File: config.mk
export PLATFORM = sky130hd
export DESIGN_NAME = rectangle_overlay_cell_lookup
export DESIGN_NICKNAME = d
export VERILOG_FILES = /design/src/hdl/rocl_pkg.sv /design/src/hdl/rectangle_overlay_cell_lookup.sv /design/src/hdl/rocl_ram.sv /design/src/hdl/rocl_match.sv
export SDC_FILE = /design/constraint.sdc
export NUM_CORES = 2
export LEC_CHECK = 0
export BUFFER_PORTS_ARGS = -buffer_cell sky130_fd_sc_hd__buf_2
export CAP_MARGIN = 20
export CORE_ASPECT_RATIO = 0.5
export CORE_UTILIZATION = 50
export CTS_CLUSTER_DIAMETER = 80
export CTS_CLUSTER_SIZE = 28
export DETAILED_ROUTE_END_ITERATION = 16
export GPL_ROUTABILITY_DRIVEN = 0
export PLACE_DENSITY = 0.67
export SLEW_MARGIN = 25
export SYNTH_ARGS = -nofsm -noshare
export SYNTH_HDL_FRONTEND = slang
export SYNTH_SLANG_ARGS = --single-unit
File: constraint.sdc
create_clock -name clock -period 5.7 [get_ports clock]
set_input_delay 0 -clock clock [delete_from_list [all_inputs] [get_ports clock]]
set_output_delay 0 -clock clock [all_outputs]
set_load 0.01 [all_outputs]
File: src/hdl/rocl_pkg.sv
// ----------------------------------------------------------------------------
// Rectangle overlay cell lookup - shared definitions
// Entry layout of the rectangle table, request codes and the blank glyph.
// ----------------------------------------------------------------------------
`default_nettype none

package rocl_pkg;

   localparam int unsigned COL_W   = 7;
   localparam int unsigned ROW_W   = 5;
   localparam int unsigned GLYPH_W = 8;
   localparam int unsigned ENTRY_W = 32;

   localparam logic [1:0] FUNC_ADD   = 2'd0;
   localparam logic [1:0] FUNC_QUERY = 2'd1;
   localparam logic [1:0] FUNC_CLEAR = 2'd2;

   localparam logic [GLYPH_W-1:0] SPACE_GLYPH = 8'd32;

   // One stored rectangle, corners inclusive
   typedef struct packed {
      logic [GLYPH_W-1:0] glyph;
      logic [ROW_W-1:0]   bottom;
      logic [COL_W-1:0]   right;
      logic [ROW_W-1:0]   top;
      logic [COL_W-1:0]   left;
   } rect_entry_type;

endpackage

`default_nettype wire

File: src/hdl/rectangle_overlay_cell_lookup.sv
// Add and clear accept a new beat every cycle.
// A query walks one stored rectangle per cycle (newest first, one read of the
// rectangle RAM per cycle, stopping at the first cover). The answer is held
// in the finishing state until the output register is free, and the next beat
// is taken once the answer has been written there; the input stalls till then.
// Reset empties the table at once (count cleared); no clearing pass.
// ----------------------------------------------------------------------------
// Rectangle overlay cell lookup - top level
// Stores rectangles in a RAM and answers per-cell queries by walking the
// table from the newest entry down.
// ----------------------------------------------------------------------------
`default_nettype none

module rectangle_overlay_cell_lookup #(
   parameter int unsigned MAX_RECTS = 128
) (
   input  wire logic                                 clock,
   input  wire logic                                 reset,
   input  wire logic                                 req_valid,
   output logic                                      req_stall,
   input  wire logic [1:0]                           req_func,
   input  wire logic [rocl_pkg::COL_W-1:0]           req_left,
   input  wire logic [rocl_pkg::ROW_W-1:0]           req_top,
   input  wire logic [rocl_pkg::COL_W-1:0]           req_right,
   input  wire logic [rocl_pkg::ROW_W-1:0]           req_bottom,
   input  wire logic [rocl_pkg::GLYPH_W-1:0]         req_glyph,
   input  wire logic [rocl_pkg::ROW_W-1:0]           req_query_row,
   input  wire logic [rocl_pkg::COL_W-1:0]           req_query_col,
   output logic                                      rsp_valid,
   input  wire logic                                 rsp_stall,
   output logic      [rocl_pkg::GLYPH_W-1:0]         rsp_cell_glyph,
   output logic                                      rsp_covered
);

   localparam int unsigned AW    = (MAX_RECTS > 1) ? $clog2(MAX_RECTS) : 1;
   localparam int unsigned CNT_W = $clog2(MAX_RECTS + 1);

   typedef enum logic [1:0] {
      ST_IDLE,
      ST_SCAN,
      ST_DONE
   } state_type;

   state_type                        state_ff, state_in;
   logic [CNT_W-1:0]                 count_ff, count_in;
   logic [AW-1:0]                    idx_ff, idx_in;
   logic [rocl_pkg::ROW_W-1:0]       q_row_ff, q_row_in;
   logic [rocl_pkg::COL_W-1:0]       q_col_ff, q_col_in;
   logic [rocl_pkg::GLYPH_W-1:0]     pend_glyph_ff, pend_glyph_in;
   logic                             pend_hit_ff, pend_hit_in;
   logic                             rsp_valid_ff, rsp_valid_in;
   logic [rocl_pkg::GLYPH_W-1:0]     rsp_glyph_ff, rsp_glyph_in;
   logic                             rsp_covered_ff, rsp_covered_in;

   logic                             req_take;
   logic                             not_full;
   logic                             wr_en;
   logic [AW-1:0]                    wr_addr;
   logic [AW-1:0]                    rd_addr;
   logic [CNT_W-1:0]                 count_dec;
   logic [rocl_pkg::ENTRY_W-1:0]     rd_data;
   rocl_pkg::rect_entry_type         wr_entry;
   rocl_pkg::rect_entry_type         rd_entry;
   logic                             entry_hit;

   assign req_stall = (state_ff != ST_IDLE);
   assign req_take  = req_valid && !req_stall;
   assign not_full  = (count_ff < CNT_W'(MAX_RECTS));
   assign count_dec = count_ff - CNT_W'(1);

   assign wr_entry.left   = req_left;
   assign wr_entry.top    = req_top;
   assign wr_entry.right  = req_right;
   assign wr_entry.bottom = req_bottom;
   assign wr_entry.glyph  = req_glyph;

   assign wr_en   = req_take && (req_func == rocl_pkg::FUNC_ADD) && not_full;
   assign wr_addr = count_ff[AW-1:0];

   // Read the newest entry at accept, then step down one entry a cycle
   assign rd_addr  = (state_ff == ST_SCAN) ? (idx_ff - AW'(1)) : count_dec[AW-1:0];
   assign rd_entry = rd_data;

   rocl_ram #(
      .WIDTH (rocl_pkg::ENTRY_W),
      .DEPTH (MAX_RECTS)
   ) u_table (
      .clock   (clock),
      .wr_en   (wr_en),
      .wr_addr (wr_addr),
      .wr_data (wr_entry),
      .rd_addr (rd_addr),
      .rd_data (rd_data)
   );

   rocl_match u_match (
      .entry (rd_entry),
      .row   (q_row_ff),
      .col   (q_col_ff),
      .hit   (entry_hit)
   );

   always_comb begin
      state_in       = state_ff;
      count_in       = count_ff;
      idx_in         = idx_ff;
      q_row_in       = q_row_ff;
      q_col_in       = q_col_ff;
      pend_glyph_in  = pend_glyph_ff;
      pend_hit_in    = pend_hit_ff;
      rsp_valid_in   = rsp_valid_ff && rsp_stall;
      rsp_glyph_in   = rsp_glyph_ff;
      rsp_covered_in = rsp_covered_ff;

      case (state_ff)
         ST_IDLE: begin
            if (req_take) begin
               case (req_func)
                  rocl_pkg::FUNC_ADD: begin
                     if (not_full) begin
                        count_in = count_ff + CNT_W'(1);
                     end
                  end
                  rocl_pkg::FUNC_CLEAR: begin
                     count_in = '0;
                  end
                  rocl_pkg::FUNC_QUERY: begin
                     q_row_in = req_query_row;
                     q_col_in = req_query_col;
                     idx_in   = count_dec[AW-1:0];
                     if (count_ff == '0) begin
                        pend_glyph_in = rocl_pkg::SPACE_GLYPH;
                        pend_hit_in   = 1'b0;
                        state_in      = ST_DONE;
                     end else begin
                        state_in = ST_SCAN;
                     end
                  end
                  default: begin
                  end
               endcase
            end
         end
         ST_SCAN: begin
            if (entry_hit) begin
               pend_glyph_in = rd_entry.glyph;
               pend_hit_in   = 1'b1;
               state_in      = ST_DONE;
            end else if (idx_ff == '0) begin
               pend_glyph_in = rocl_pkg::SPACE_GLYPH;
               pend_hit_in   = 1'b0;
               state_in      = ST_DONE;
            end else begin
               idx_in = idx_ff - AW'(1);
            end
         end
         ST_DONE: begin
            // Hold the answer until the output register frees up
            if (!rsp_valid_ff || !rsp_stall) begin
               rsp_valid_in   = 1'b1;
               rsp_glyph_in   = pend_glyph_ff;
               rsp_covered_in = pend_hit_ff;
               state_in       = ST_IDLE;
            end
         end
         default: begin
            state_in = ST_IDLE;
         end
      endcase
   end

   always_ff @(posedge clock) begin
      if (reset) begin
         state_ff     <= ST_IDLE;
         count_ff     <= '0;
         rsp_valid_ff <= 1'b0;
      end else begin
         state_ff     <= state_in;
         count_ff     <= count_in;
         rsp_valid_ff <= rsp_valid_in;
      end
      idx_ff         <= idx_in;
      q_row_ff       <= q_row_in;
      q_col_ff       <= q_col_in;
      pend_glyph_ff  <= pend_glyph_in;
      pend_hit_ff    <= pend_hit_in;
      rsp_glyph_ff   <= rsp_glyph_in;
      rsp_covered_ff <= rsp_covered_in;
   end

   assign rsp_valid      = rsp_valid_ff;
   assign rsp_cell_glyph = rsp_glyph_ff;
   assign rsp_covered    = rsp_covered_ff;

   // Table never holds more rectangles than it has room for
   assert property (@(posedge clock) disable iff (reset)
      count_ff <= CNT_W'(MAX_RECTS))
      else $error("rectangle count beyond table depth");

   // The walk stays inside the filled part of the table
   assert property (@(posedge clock) disable iff (reset)
      (state_ff == ST_SCAN) |-> (CNT_W'(idx_ff) < count_ff))
      else $error("scan index outside filled entries");

   // A new response only comes out of the finishing state
   assert property (@(posedge clock) disable iff (reset)
      $rose(rsp_valid_ff) |-> $past(state_ff == ST_DONE))
      else $error("response raised outside finish");

   // An accepted add into a table with room grows it by exactly one
   assert property (@(posedge clock) disable iff (reset)
      (req_take && (req_func == rocl_pkg::FUNC_ADD) && not_full)
         |=> (count_ff == $past(count_ff) + CNT_W'(1)))
      else $error("add did not advance rectangle count");

endmodule

`default_nettype wire

File: src/hdl/rocl_ram.sv
// ----------------------------------------------------------------------------
// Generic single-port-write, single-port-read RAM
// One write and one read per cycle; read data is registered.
// ----------------------------------------------------------------------------
`default_nettype none

module rocl_ram #(
   parameter int unsigned WIDTH = 32,
   parameter int unsigned DEPTH = 128
) (
   input  wire logic                                      clock,
   input  wire logic                                      wr_en,
   input  wire logic [((DEPTH > 1) ? $clog2(DEPTH) : 1)-1:0] wr_addr,
   input  wire logic [WIDTH-1:0]                          wr_data,
   input  wire logic [((DEPTH > 1) ? $clog2(DEPTH) : 1)-1:0] rd_addr,
   output logic      [WIDTH-1:0]                          rd_data
);

   logic [WIDTH-1:0] mem [DEPTH];

   always_ff @(posedge clock) begin
      if (wr_en) begin
         mem[wr_addr] <= wr_data;
      end
      rd_data <= mem[rd_addr];
   end

endmodule

`default_nettype wire

File: src/hdl/rocl_match.sv
// ----------------------------------------------------------------------------
// Rectangle cover test
// Tells whether one stored rectangle covers the queried cell.
// ----------------------------------------------------------------------------
`default_nettype none

module rocl_match (
   input  wire rocl_pkg::rect_entry_type           entry,
   input  wire logic [rocl_pkg::ROW_W-1:0]         row,
   input  wire logic [rocl_pkg::COL_W-1:0]         col,
   output logic                                    hit
);

   // An inverted rectangle fails one of the bounds and covers nothing
   assign hit = (entry.left <= col) && (col <= entry.right) &&
                (entry.top <= row) && (row <= entry.bottom);

endmodule

`default_nettype wire

======== Word level (Yosys, flattened, before mapping) ========
Memory sizes are Yosys's and may differ from the RTL's. A register that Yosys moved wholly into a read port is not among the register bits.
Cells that the tools add are included.
word-level totals
  register bits ........................... 48
  bits in writable memories ............... 4,096
  output and inout bits ................... 11
  word-level logic and storage cells ...... 86
  memories ................................ 1
memory list
  memory       depth  width  rd ports  clocked after Yosys merged registers in  wr ports  line            source
  u_table.mem  128    32     1         1                                        1         rocl_ram.sv:19  logic [WIDTH-1:0] mem [DEPTH];
cells by class
  add/sub/neg operators ................... 3
  magnitude comparators ................... 5
  equal/unequal tests ..................... 12
  mux-type cells .......................... 31
  reductions and logical operators ........ 24
operator list
  cell                                                                     count
  8-bit two-way mux                                                        6
  7-bit two-way mux                                                        5
  8-bit case mux with 2 select lines                                       2
  7-bit <= comparator                                                      2
  7-bit case mux with 2 select lines                                       1
  7-bit by 1-bit subtractor with 7-bit output, second input constant       2
  2-bit two-way mux                                                        6
  2-bit inequality test, second input constant                             6
  5-bit <= comparator                                                      2
  5-bit AND reduction                                                      2
  1-bit two-way mux                                                        9
  8-bit by 1-bit adder with 8-bit output, second input constant            1
  8-bit zero test                                                          1
  8-bit < comparator, second input constant                                1
  4-bit AND reduction                                                      2
  1-bit logical AND                                                        7
  7-bit zero test                                                          1
  2-bit case mux with 3 select lines                                       1
  2-bit nonzero test                                                       3
  2-bit by 1-bit equality test with 1-bit output, second input constant    2
  2-bit equality test, second input constant                               2
  2-bit zero test                                                          2
  1-bit zero test                                                          3
  3-bit by 2-bit inequality test with 1-bit output, second input constant  1
  other kinds (5)                                                          5

======== Logic depth before layout (Yosys ltp) ========
  word-level depth ........................ 7
  mapped depth ............................ 21
  depth with buffers taken out ............ 13

======== Hierarchy ========
From an unflattened synthesis, not the netlist that was laid out.
unflattened totals
  cell total of the unflattened synthesis .. 6,236
  area, all modules ....................... 158,912.4 µm²
by module, submodules not included
  module                         times used  cells an instance  area an instance (µm²)  sequential area each (µm²)
  rocl_ram                       1           5,990              156,276.1               123,638.6
  rectangle_overlay_cell_lookup  1           164                2,048.2                 1,331.3
  rocl_match                     1           82                 588.1                   0.0

======== Least setup slack after synthesis ========
OpenSTA, ideal clock, no wires.
  kind .................................... reg2reg
  start ................................... register state_ff[0]
  end ..................................... register u_table.rd_data[10], read port of u_table.mem
  arrival ................................. 4,704 ps
  required time ........................... 5,566 ps
  slack ................................... 862 ps
  cell stages (with the launch flop) ...... 20
  path buffers ............................ 10
  period minus slack after synthesis ...... 4,838 ps
  cells stage by stage .................... dfxtp_1 nor2b_1 buf_6 mux2_4 buf_6 buf_6 buf_6 buf_2 buf_2 inv_1 ha_1 inv_2 clkbuf_1 buf_1 clkbuf_1 clkbuf_1 mux4_2 a22oi_1 a21oi_1 or4_1
between the ends
  cells in the longest elaborated chain, start to end .. 2
RTL lines
  item                                            line                                  source
  start: declaration                              rectangle_overlay_cell_lookup.sv:44   state_type state_ff, state_in;
  start signal: assignment                        rectangle_overlay_cell_lookup.sv:178  state_ff <= state_in;
  2-bit by 1-bit equality test with 1-bit output  rectangle_overlay_cell_lookup.sv:81   assign rd_addr = (state_ff == ST_SCAN) ? (idx_ff - AW'(1)) : count_dec[AW-1:0];
  7-bit two-way mux                               rectangle_overlay_cell_lookup.sv:81
  end: declaration                                rocl_ram.sv:16                        output logic [WIDTH-1:0] rd_data
Every way passes these cells.
A chain may end at the register's enable or synchronous reset.

======== Worst setup path in the final report ========
  start ................................... register state_ff[0]
  end ..................................... register u_table.rd_data[0], read port of u_table.mem
Same word-level chain as after synthesis.

==> metrics.md <==
| Metric | Value |
|---|---|
| Status | finished, violations left |
| Failing checks | negative setup slack |
| Worst-margin pin slew | around 1.1 ns |
| Synthesis-to-finish area growth | 8.46% |
| GRT met3 Usage | 0.0530 |
| Port Buffers | 60 |
| Leak | ~52 nW |
| Reg2reg setup slack | -0.05 ns |
| Global-route wire length before repair | ~560 mm |
| Worst Path Required | 6.49 ns |
| Primary FF master, synth | edfxtp_1 |
| Async SR Flop Fraction | 0 |
| CP max FO | 32 |
| Worst-path clk slew | 0.12 ns |
| Final Non-Filler Cells | ~11k |
| GRT Overall Usage | 0.250 |
| EDFF count, synth | between 4k and 5k |
| Sw Ratio | 0.218 |
| Setup TNS | -0.0458 ns |
| Worst Setup End Kind | register |
| Yosys reg bits | 4,176 |
| Top Ports | 61 |
| Core area | 314,000 µm² |
| CTS tree | done |
| Detailed-route wire length | a little over 400 mm |
| Setup Buffers After CTS | 0 |
| Die span in x | 799 µm |
| GRT busiest layer | met2 |
| Initial DRC Count | between 10k and 15k |
| Fin Hold WS | 0.123 ns |
| Power share of the clock group | 0.285 |
| Pwr Density | ~300 nW/µm² |
| Sink Count | 4,176 |
| Layout cells sized above 1 | 0.274 |
| Max Transition Viols Final | 0 |
| Sequential cell area fraction in the yosys report | 0.787 |
| FMAX | between 150 and 200 MHz |
| Switch Pwr | 11.4 mW |
| Synth area leaders | edfxtp_1 (78%), mux4_2 (15%), mux2_2 (1.4%) |
| Skew-Pair Late Insertion Delay | 0.91 ns |
| Cell count after synthesis | 6,753 |
| Fin. Hold Viols | 0 |
| DR WL/cell | 36.0 µm |
| Fin util | 0.549 |
| Via-to-Cell Ratio | 6.59 |
| Die H | between 400 and 500 µm |
| Antenna violations before repair | 48 |
| VDD IR-drop max | 0.000243 V |
| Final nets | ~7.1k |
| Initial cell density of the core | 0.506 |
| Power Total | 52.4 mW |
| Synth Net Count | 6,830 |
| Distinct cells, synth | between 50 and 60 |
| CTS Root Cell | clkbuf_16 |
| CTS max path bufs | 4 |
| Largest area contributor in the netlist | edfxtp_1 |
| Met1 usage | 0.367 |
| Max-Cap Viols | 0 |
| Vias in the first global route | approximately 72k |
| Num CTS Buffers | 176 |
| Antenna Violating Nets Remaining | 0 |
| Worst EP arrival | 6.53 ns |
| Period minus WS final | 5.75 ns |
| Ys Warns | 0 |
| Dpl hpwl | 245 mm |
| Syn Area/Cell | 23.5 µm² |
| Die area | 320,000 µm² |
| Drt pass-1 iters | 6 |
| Worst hold path type | in -> reg |
| Unrepaired setup endpoints after global routing | no |
| Placed cell count | 10.9k |
| Cell Area, Synth | 159,000 µm² |
| Share of the synthesized area in the top cell type | 0.781 |
| Clock Skew | around 0.050 ns |
| H-tree depth | 4 |
| Critical path class | reg -> reg |
| Largest net degree at the start of global routing | 107 |
| Grt total ovfl | 0 |
| Met2 Use GR | 0.384 |
| DRC violations left | 0 |
| P_int | 41.0 mW |
| Vias | 74.1k |
| Floorplan row count | 145 |
| Slew HR | 0.277 |
| Crit path setup slack, layout | -0.0458 ns |
| Endpoints failing setup | 1 |
| Gate power share | 0.069 |
| Sequential power share | 0.646 |
| Setup crit start kind | register |
| Period utilization | 1.01 |
## placed cells by master (no fill, tap or decap), drive strengths merged, types with 4 or more instances in the layout
master       instances
a211oi               5
a21o                 4
a21oi               78
a221o               62
a22o                93
a22oi              221
and2                 8
and3                 4
buf                350
clkbuf             230
clkinv               5
dfxtp               43
diode               15
dlygate4sd3         66
edfxtp            4133
ha                  27
inv                 41
mux2               194
mux2i               76
mux4              1024
nand2               32
nand2b               5
nand3               16
nand4               37
nor2               155
nor2b               10
nor3                11
nor4                 5
o21a                 5
o21ai               11
o22a                34
or4                 32
xor2                 6
## path summary, 6_finish.rpt
path,start,to,depth (start not counted)
worst max-delay path,state_ff[0],u_table.rd_data[0],15
worst min-delay path,req_glyph[4],u_table.mem[81][28],2
worst max register to register,state_ff[0],u_table.rd_data[0],15
worst min register to register,pend_glyph_ff[1],rsp_cell_glyph[1],0
## synth_stat cells, types with 16 or more instances
cell,n
dfxtp_1,43
ha_1,27
or4_1,32
nand3_1,16
a21oi_1,78
nor2_1,155
a221o_1,62
mux2_2,193
buf_4,16
a22o_1,93
buf_6,16
o22a_1,34
nand2_1,32
nand4_1,37
clkbuf_1,218
buf_2,105
inv_1,35
a22oi_1,221
mux4_2,1024
mux2i_1,76
edfxtp_1,4133
## metal layers
layer / up-vias / part of all wire / routed length, µm
li1: 29300 / - / -
met1: 40400 / 0.40 / 161000
met5: - / 0.00041 / 166
met2: 3842 / 0.47 / 190000
met3: 538 / 0.10 / 40800
met4: 24 / 0.032 / 13000
## area by class of cell
cell class | instances | area (µm²)
well taps | 4189 | 5240
flip-flops and latches | 4176 | 125000
repair buffers | 416 | 3880
inverters | 38 | 150
clock buffers | 230 | 4710
clock inverters | 8 | 83.8
fillers | 22900 | 142000
diodes | 15 | 37.5
multi-input cells | 2175 | 33200
## logic make-up (layout without fill, tap and decap cells)
logic type / Yosys count / count (layout) / synth area share
other cells: 0 / 15 / 0
fa+ha+maj: 27 / 27 / 0.00213
xor+xnor: 7 / 7 / 0.000433
mux: 1294 / 1294 / 0.164
compound gates: 521 / 521 / 0.0253
simple gates: 326 / 326 / 0.0100
flops: 4176 / 4176 / 0.787
buf+inv: 402 / 692 / 0.0115
## sequential cells by signal, indices dropped and copies added, names as in the netlist
signal,cells
q_col_ff,7
rsp_valid,1
rsp_cell_glyph,8
pend_hit_ff,1
u_table.rd_data,32
q_row_ff,5
pend_glyph_ff,8
u_table.mem,4096
count_ff,8
idx_ff,7
rsp_covered,1
state_ff,2
## worst max-delay path: stages (launching register included)
cell and delay, ns:
dfxtp_1 0.41, nor2b_1 0.17, buf_4 0.20, mux2_8 0.48, inv_1 0.11, ha_1 0.28, or3b_1 0.43, xor2_1 0.15
mux2_2 0.42, clkinv_1 0.22, nand2_1 0.23, nor3_2 0.12, buf_4 0.29, a22oi_1 0.72, nand4_1 0.62, or4_1 0.68
## stage by stage
stage          setup WS (ns)  area [µm²]
6_report             -0.0458      172000
4_1_cts               0.0114      172000
3_5_place_dp          0.0421      167000
3_3_place_gp          0.0257      166000
5_1_grt               0.0188      172000
2_1_floorplan          0.862      159000
## power by group through the flow
stage                     combinational (mW)  clock [mW]  sequential, mW
after floorplan                         1.89           0            34.5
after global placement                  3.55           0            34.5
after detailed placement                3.58           0            34.5
after CTS                               3.62        15.1            33.8
after global routing                    3.77        16.0            33.8
final                                   3.63        14.9            33.8
## timing repair
item / 4_1_cts / 5_1_grt
endpoints found under the hold margin: 1999 / 0
hold buffers: 66 / 0
setup endpoints to repair: 0 / 12
resized for setup: 0 / 14
Power figures use the tool's default switching activity.
